`src/design/sli_pkg.sv`:
```
// Shared types and constants for the sorted key list.
// Used by sli_cell and sorted_list_insert_delete; depends on nothing.
package sli_pkg;

    localparam int LIST_DEPTH = 16;
    localparam int KEY_W      = 32;
    localparam int CNT_W      = $clog2(LIST_DEPTH + 1);

    // Fixed port field widths
    localparam int CMD_W     = 2;
    localparam int KEY_IN_W  = 32;
    localparam int INDEX_W   = 4;
    localparam int STATUS_W  = 2;
    localparam int RKEY_W    = 32;
    localparam int ECOUNT_W  = 5;
    localparam int S_TDATA_W = 40;
    localparam int M_TDATA_W = 40;

    typedef enum logic [CMD_W-1:0] {
        CMD_INSERT = 2'd0,
        CMD_DELETE = 2'd1,
        CMD_READ   = 2'd2,
        CMD_NOP    = 2'd3
    } cmd_t;

    typedef enum logic [STATUS_W-1:0] {
        ST_OK        = 2'd0,
        ST_NOT_FOUND = 2'd1,
        ST_FULL      = 2'd2,
        ST_BAD_INDEX = 2'd3
    } status_t;

    typedef logic [KEY_W-1:0] key_t;

    // Operation broadcast to every cell for one item
    typedef struct packed {
        logic ins_en;
        logic del_en;
        logic cmp_signed;
        key_t key;
    } cell_op_t;

    // What a cell shows its neighbors
    typedef struct packed {
        logic valid;
        key_t entry;
    } cell_link_t;

    // Flags rippling along the row
    typedef struct packed {
        logic stop_seen;   // insert point lies at or before this cell
        logic found;       // delete match lies at or before this cell
        logic rd_hit;      // read selected a held entry
        key_t rd_data;     // entry read, zero when no hit
    } cell_chain_t;

endpackage

```
`src/design/sli_cell.sv`:
```
// One cell of the sorted key list: holds one entry and its valid bit.
// Depends on sli_pkg for the op, link and chain types.
module sli_cell
    import sli_pkg::*;
(
    input  logic        aclk,
    input  logic        aresetn,
    input  cell_op_t    op,
    input  logic        rd_sel,
    input  cell_link_t  left,
    input  cell_link_t  right,
    input  cell_chain_t chain_in,
    output cell_link_t  self,
    output cell_chain_t chain_out
);

    logic valid_reg, valid_next;
    key_t entry_reg, entry_next;
    key_t key_cmp, entry_cmp;
    logic greater, stop_here, match_here;

    assign key_cmp   = op.cmp_signed ? (op.key ^ {1'b1, {(KEY_W-1){1'b0}}}) : op.key;
    assign entry_cmp = op.cmp_signed ? (entry_reg ^ {1'b1, {(KEY_W-1){1'b0}}}) : entry_reg;
    assign greater    = key_cmp > entry_cmp;
    assign stop_here  = !valid_reg || !greater;
    assign match_here = valid_reg && (entry_reg == op.key);

    assign chain_out.stop_seen = chain_in.stop_seen || stop_here;
    assign chain_out.found     = chain_in.found || match_here;
    assign chain_out.rd_hit    = chain_in.rd_hit || (rd_sel && valid_reg);
    assign chain_out.rd_data   = chain_in.rd_data | ((rd_sel && valid_reg) ? entry_reg : '0);

    assign self.valid = valid_reg;
    assign self.entry = entry_reg;

    always_comb begin
        valid_next = valid_reg;
        entry_next = entry_reg;
        if (op.ins_en) begin
            if (chain_in.stop_seen) begin
                // shift up: take the left neighbor
                valid_next = left.valid;
                entry_next = left.entry;
            end else if (stop_here) begin
                valid_next = 1'b1;
                entry_next = op.key;
            end
        end else if (op.del_en) begin
            if (chain_in.found || match_here) begin
                // shift down: take the right neighbor
                valid_next = right.valid;
                entry_next = right.entry;
            end
        end
    end

    always_ff @(posedge aclk) begin
        if (!aresetn) begin
            valid_reg <= 1'b0;
        end else begin
            valid_reg <= valid_next;
        end
    end

    always_ff @(posedge aclk) begin
        entry_reg <= entry_next;
    end

endmodule

```
`src/design/sorted_list_insert_delete.sv`:
```
// Sorted key list: top level with stream ports, count and output register.
// Depends on sli_pkg and instantiates a row of LIST_DEPTH sli_cell cells.
// m_tvalid rises the cycle after accept; one item per cycle unless m_tready stalls.
// The cycle is set by the row of cells: insert point, delete match and read hit
// ripple cell to cell while every cell compares its entry against the key.
// Reset (aresetn low, synchronous) empties the list, selects unsigned compare and
// drops any pending result; entry contents are not cleared.
module sorted_list_insert_delete
    import sli_pkg::*;
(
    input  logic                 aclk,
    input  logic                 aresetn,
    // configuration: compare_signed
    input  logic                 cfg_wr_en,
    input  logic                 cfg_wr_data,
    // command items
    input  logic                 s_tvalid,
    output logic                 s_tready,
    input  logic [S_TDATA_W-1:0] s_tdata,   // [31:0] key, [35:32] index, rest zero
    input  logic [CMD_W-1:0]     s_tuser,   // [1:0] cmd
    // result items
    output logic                 m_tvalid,
    input  logic                 m_tready,
    output logic [M_TDATA_W-1:0] m_tdata,   // [31:0] read_key, [36:32] entry_count
    output logic [STATUS_W-1:0]  m_tuser    // [1:0] status
);

    logic                 cmp_signed_reg;
    logic [CNT_W-1:0]     count_reg, count_next;
    logic                 m_valid_reg;
    status_t              m_status_reg, status_next;
    logic [RKEY_W-1:0]    m_rkey_reg, rkey_next;
    logic [ECOUNT_W-1:0]  m_count_reg;

    logic                 s_accept;
    cmd_t                 cmd;
    logic [KEY_IN_W-1:0]  key_in;
    logic [INDEX_W-1:0]   index_in;
    logic                 full;
    cell_op_t             op;

    cell_link_t           links   [LIST_DEPTH];
    cell_chain_t          chains  [LIST_DEPTH+1];
    logic [LIST_DEPTH-1:0] valid_vec;

    // Unpack the input item
    assign cmd      = cmd_t'(s_tuser);
    assign key_in   = s_tdata[KEY_IN_W-1:0];
    assign index_in = s_tdata[KEY_IN_W +: INDEX_W];

    // Accept whenever the output register is free or being emptied
    assign s_tready = !m_valid_reg || m_tready;
    assign s_accept = s_tvalid && s_tready;

    assign full = links[LIST_DEPTH-1].valid;

    // Broadcast the operation; a full list takes no insert
    assign op.ins_en     = s_accept && (cmd == CMD_INSERT) && !full;
    assign op.del_en     = s_accept && (cmd == CMD_DELETE);
    assign op.cmp_signed = cmp_signed_reg;
    assign op.key        = KEY_W'(key_in);

    assign chains[0].stop_seen = 1'b0;
    assign chains[0].found     = 1'b0;
    assign chains[0].rd_hit    = 1'b0;
    assign chains[0].rd_data   = '0;

    // Row of cells, cell 0 holds the smallest entry
    for (genvar i = 0; i < LIST_DEPTH; i++) begin : g_cell
        cell_link_t left_l, right_l;
        logic       sel;

        if (i == 0) begin : g_first
            assign left_l.valid = 1'b1;
            assign left_l.entry = '0;
        end else begin : g_mid_l
            assign left_l = links[i-1];
        end

        if (i == LIST_DEPTH-1) begin : g_last
            assign right_l.valid = 1'b0;
            assign right_l.entry = '0;
        end else begin : g_mid_r
            assign right_l = links[i+1];
        end

        assign sel = (32'(index_in) == i);
        assign valid_vec[i] = links[i].valid;

        sli_cell u_cell (
            .aclk      (aclk),
            .aresetn   (aresetn),
            .op        (op),
            .rd_sel    (sel),
            .left      (left_l),
            .right     (right_l),
            .chain_in  (chains[i]),
            .self      (links[i]),
            .chain_out (chains[i+1])
        );
    end

    // Result of the accepted item
    always_comb begin
        count_next  = count_reg;
        status_next = ST_OK;
        rkey_next   = '0;
        case (cmd)
            CMD_INSERT: begin
                if (full) begin
                    status_next = ST_FULL;
                end else begin
                    count_next = count_reg + CNT_W'(1);
                end
            end
            CMD_DELETE: begin
                if (chains[LIST_DEPTH].found) begin
                    count_next = count_reg - CNT_W'(1);
                end else begin
                    status_next = ST_NOT_FOUND;
                end
            end
            CMD_READ: begin
                if (chains[LIST_DEPTH].rd_hit) begin
                    rkey_next = RKEY_W'(chains[LIST_DEPTH].rd_data);
                end else begin
                    status_next = ST_BAD_INDEX;
                end
            end
            default: begin
                // unused command: no change, ok status
            end
        endcase
    end

    // Control state
    always_ff @(posedge aclk) begin
        if (!aresetn) begin
            cmp_signed_reg <= 1'b0;
            count_reg      <= '0;
            m_valid_reg    <= 1'b0;
        end else begin
            if (cfg_wr_en) begin
                cmp_signed_reg <= cfg_wr_data;
            end
            if (s_accept) begin
                count_reg   <= count_next;
                m_valid_reg <= 1'b1;
            end else if (m_tready) begin
                m_valid_reg <= 1'b0;
            end
        end
    end

    // Output payload: load on accept, hold otherwise
    always_ff @(posedge aclk) begin
        if (s_accept) begin
            m_status_reg <= status_next;
            m_rkey_reg   <= rkey_next;
            m_count_reg  <= ECOUNT_W'(count_next);
        end
    end

    assign m_tvalid = m_valid_reg;
    assign m_tuser  = m_status_reg;
    assign m_tdata  = {{(M_TDATA_W-RKEY_W-ECOUNT_W){1'b0}}, m_count_reg, m_rkey_reg};

    // Count tracks the number of valid cells
    a_count_matches: assert property (@(posedge aclk) disable iff (!aresetn)
        32'(count_reg) == $countones(valid_vec))
        else $error("count disagrees with cell valid bits");

    // Valid cells form an unbroken run from cell 0
    a_valid_prefix: assert property (@(posedge aclk) disable iff (!aresetn)
        (valid_vec & (valid_vec + LIST_DEPTH'(1))) == '0)
        else $error("gap in valid cells");

    // A successful insert grows the list by one
    a_insert_grows: assert property (@(posedge aclk) disable iff (!aresetn)
        op.ins_en |=> count_reg == $past(count_reg) + CNT_W'(1))
        else $error("insert did not grow the list");

    // A delete that misses leaves every cell untouched
    a_miss_holds: assert property (@(posedge aclk) disable iff (!aresetn)
        (op.del_en && !chains[LIST_DEPTH].found) |=> $stable(valid_vec))
        else $error("missed delete changed the list");

endmodule
```
`config.mk`:
```
export PLATFORM = sky130hd
export DESIGN_NAME = sorted_list_insert_delete
export DESIGN_NICKNAME = d
export VERILOG_FILES = /design/src/design/sli_pkg.sv /design/src/design/sli_cell.sv /design/src/design/sorted_list_insert_delete.sv
export SDC_FILE = /design/constraint.sdc
export NUM_CORES = 2
export LEC_CHECK = 0
export ABC_AREA = 1
export BUFFER_PORTS_ARGS = -buffer_cell sky130_fd_sc_hd__buf_2
export CAP_MARGIN = 25
export CORE_UTILIZATION = 59
export CTS_CLUSTER_DIAMETER = 150
export DETAILED_ROUTE_END_ITERATION = 10
export PLACE_DENSITY = 0.78
export SLEW_MARGIN = 25
export SYNTH_ARGS = -nofsm -noshare
export SYNTH_HDL_FRONTEND = slang
export SYNTH_HIERARCHICAL = 1
export SYNTH_SLANG_ARGS = --single-unit
```
`constraint.sdc`:
```
create_clock -name aclk -period 11.3 [get_ports aclk]
set_input_delay 0.565 -clock aclk [delete_from_list [all_inputs] [get_ports aclk]]
set_output_delay 0.565 -clock aclk [all_outputs]
set_load 0.05 [all_outputs]
```
* Word level (Yosys, flattened, before mapping) *
Cells that the tools add are included.
Widths: inputs -> output; s select.

storage, ports and cells
  output and inout port bits = 44
  input port bits = 48
  word-level logic and storage cells = 504
  flip-flop bits (word level) = 574

operators by class
  add/subtract/negate cells = 2
  order comparisons = 16
  mux-type cells = 200
  bitwise logic cells = 32
  reductions and logical operators = 167
  equality and inequality tests = 49

operators with widths
  kind                 number
  $mux 32              112
  $eq 32x32->1         16
  $gt 32x32->1         16
  $or 32x32->32        15
  $mux 1               82
  $logic_or 1x1->1     61
  $reduce_and 3->1     16
  $ne 3x1->1 const B   13
  $logic_and 1x1->1    36
  $reduce_bool 2->1    18
  $logic_not 1->1      33
  $eq 4x4->1 const B   8
  $not 1->1            17
  $eq 4x3->1 const B   4
  $mux 5               2
  $pmux 5 s2           1
  $eq 4x2->1 const B   2
  $ne 3x2->1 const B   2
  $pmux 2 s3           1
  $add 5x1->5 const B  1
  $sub 5x1->5 const B  1
  $eq 4x1->1 const B   1
  $logic_not 4->1      1
  $mux 2               2
  other kinds (5)      5

* Depth between registers and ports, before layout *
  word-level depth = 21
  depth in mapped cells = 62
  depth with buffers taken out = 45

* Hierarchy *
Netlist, hierarchy kept.

modules (own cells, without submodules)
  module                            instances  sequential area each (um^2)  cells an instance  area an instance (um^2)
  sli_cell at g_cell[0].u_cell ...  13         980.9                        388                2910.3
  sli_cell at g_cell[7].u_cell ...  3          980.9                        384                2890.3
  sorted_list_insert_delete         1          1311.3                       225                2087.0

* Worst setup path after synthesis *
No wires, ideal clock.

  kind = in2reg
  start = input port s_tdata[27]
  end = register g_cell[15].u_cell.entry_reg[0], enable pin
  path slack = -1.123 ns
  stages = 57
  arrival time = 12.036 ns
  required time = 10.913 ns
  setup time = 0.387 ns
  buffers on the path = 29
  cells stage by stage = ha_1 > nand2_1 > inv_1 > nand3_1 > nand3b_2 > nor2_2 > nand2_1 > nand2_1 > inv_2 > nand3b_1 > clkbuf_1 > clkbuf_1 > nand3b_1 > clkbuf_1 > clkbuf_1 > nand3b_1 > clkbuf_1 > clkbuf_1 > [... 21 more ...] > nand3b_1 > clkbuf_1 > clkbuf_1 > nand3b_1 > clkbuf_1 > clkbuf_1 > nand3b_1 > clkbuf_1 > clkbuf_1 > nand3b_1 > clkbuf_1 > clkbuf_1 > nand3b_1 > clkbuf_1 > nor2_4 > nand3_4 > nand2_1 > inv_1

RTL lines
  item                  line                             source
  from (decl)           sorted_list_insert_delete.sv:19  input logic [S_TDATA_W-1:0] s_tdata,
  to (signal assigned)  sli_cell.sv:66                   entry_reg <= entry_next;
  to (decl)             sli_cell.sv:18                   key_t entry_reg, entry_next;

==> results.json <==
{
  "status": "complete, no violations",
  "coreArea_sq_mm": 0.0811,
  "grt.met2_usage_pct": 56.5,
  "die_area_sq_mm": 0.0835,
  "layout.nets": 7011,
  "slowest_stage": "nor2_4",
  "finalCritPeriodShare_pct": 87.2,
  "die_x_um": 289,
  "pre_cts_ws_ns": 0.943,
  "max-cap-violations": 0,
  "vias": 44200,
  "numCtsBuffers": 70,
  "antenna_found_initial": 4,
  "ir_drop_mv": 0.111,
  "design_area_sq_mm": 0.0522,
  "top_usage_layer": "met2",
  "largest_reg_flops": 512,
  "rsz0062_at_grt": "false",
  "hold_slack_ns": 0.144,
  "worst_setup_path_end_kind": "flop",
  "clkSlewWorstSetupHoldPaths_ns": 0.06,
  "num_rows": 104,
  "routedWlPerCell_um": 18.4,
  "dpl-instance-area_sq_mm": 0.0501,
  "avgSynthCellArea_sq_um": 7.57,
  "drtIter0Drc": 4402,
  "synth_area_sq_mm": 0.0486,
  "fin_crit_ns": 9.86,
  "grt_pass1_vias": 42900,
  "total_power_mw": 5.79,
  "finClkSkew_ns": 0.0296,
  "port_buffers": 84,
  "finalMaxSlewViolations": 0,
  "ff_latch_area_sq_mm": 0.0170,
  "setup_slack_ns": 1.44,
  "setup_tns_ns": 0,
  "yosysWarnings": 6,
  "cts_sinks": 574,
  "grtUsageMet3_pct": 4.09,
  "crit_top_cell": "nand3b_1",
  "worstPathArrival_ns": 9.95,
  "cp_data_required_time_ns": 11.39,
  "hold_path_class": "in2reg",
  "insertion_delay_ns": 0.63,
  "timing.fmax_mhz": 101,
  "routed_wl_um": 139000,
  "dr.pass1.iters": 8,
  "grt_max_degree": 173,
  "post-cts-setup-buffer-count": 0,
  "areaGrowthSynthToFinish_pct": 7.45,
  "multi_input_area_sq_mm": 0.0275,
  "grt_overflow": 0,
  "tightestPinTransition_ns": 1.04,
  "dp_hpwl_um": 105000,
  "powerDensity_mw_per_mm2": 111,
  "layout.cells.non_filler": 7577,
  "hold_buffers": 0,
  "drc": 0,
  "dp.cells": 7452,
  "htreeDepth": 3,
  "syn_inst": 6420,
  "cp-start-kind": "flop",
  "clk_path_buf_depth": 3,
  "cellLeakagePower_nw": 24.4,
  "io_pins": 92,
  "cts_tree": "done",
  "cts_resized": 0,
  "grtUsageTotal_pct": 33.4,
  "timing.final.hold_violations": 0,
  "maxSlewHeadroom_pct": 30.8,
  "drive_gt1_share_pct": 8.32,
  "cpPeakStageDelay_ns": 0.80,
  "crit_type": "reg2reg",
  "grtUsageMet1_pct": 43.0,
  "grt_pass1_wl_um": 224000,
  "floorplan.initialDensity_pct": 59.9,
  "route.antenna.remaining_nets": 0,
  "nFillCells": 7042,
  "die_h_um": 289,
  "crit_fanout": 35,
  "gp_congestion": 0.934,
  "clockRootBuffer": "clkbuf_16",
  "fin_util_pct": 64.4,
  "avgViaCountPerCell": 5.83,
  "finalSetupViolations": 0
}
[power breakdown]
group	total (mW)	switching, mW	internal, mW
logic	1.09	0.716	0.376
clock network	2.14	0.937	1.20
registers	2.56	0.0875	2.47
[metal layers]
layer / share of wire [%] / up-vias
li1: - / 21400
met1: 41 / 20200
met2: 47 / 2189
met3: 8.1 / 386
met4: 4.4 / 0
met5: 0 / -
[cell type report]
type | instances | area share [%]
Clock buffer | 98 | 3.66
Antenna cell | 1 | 0.00479
Sequential cell | 574 | 32.6
Inverter | 858 | 6.19
Multi-Input combinational cell | 4796 | 52.7
Tap cell | 1060 | 2.54
Clock inverter | 25 | 0.302
Timing Repair Buffer | 165 | 2.08
[final timing paths]
check,from,endpoint,slack (ns),cells after the start
worst max-delay path,g_cell[0].u_cell/entry_reg[27]$_DFFE_PP_,g_cell[15].u_cell/entry_reg[6]$_DFFE_PP_,1.44,39
worst min-delay path,cfg_wr_en,cmp_signed_reg$_SDFFE_PN0P_,0.14,2
worst max register to register,g_cell[0].u_cell/entry_reg[27]$_DFFE_PP_,g_cell[15].u_cell/entry_reg[6]$_DFFE_PP_,1.44,39
worst min register to register,m_tvalid$_SDFFE_PN0P_,m_tvalid$_SDFFE_PN0P_,0.51,2
[layout by cell type, fill, tap and decap left out, types with 25 or more instances in the layout]
cell	count
nand2_1	1707
nand3_1	1064
inv_1	808
edfxtp_1	551
o21bai_1	502
ha_1	498
nor2_1	280
a21oi_1	199
nand2_2	114
conb_1	104
buf_2	84
buf_4	76
clkbuf_16	72
inv_2	45
o21ai_0	38
o211ai_1	32
a21o_1	29
nand4_1	29
nor2_4	27
clkbuf_1	25
[worst max-delay path: cells and delay by family (launching register included)]
family                     cells  cell delay (ns)
and+or+nand+nor               24             4.87
buffers and inverters         14             3.76
DFF                            1             0.35
adders and majority gates      1             0.29
(Power assumes the default switching activity.)
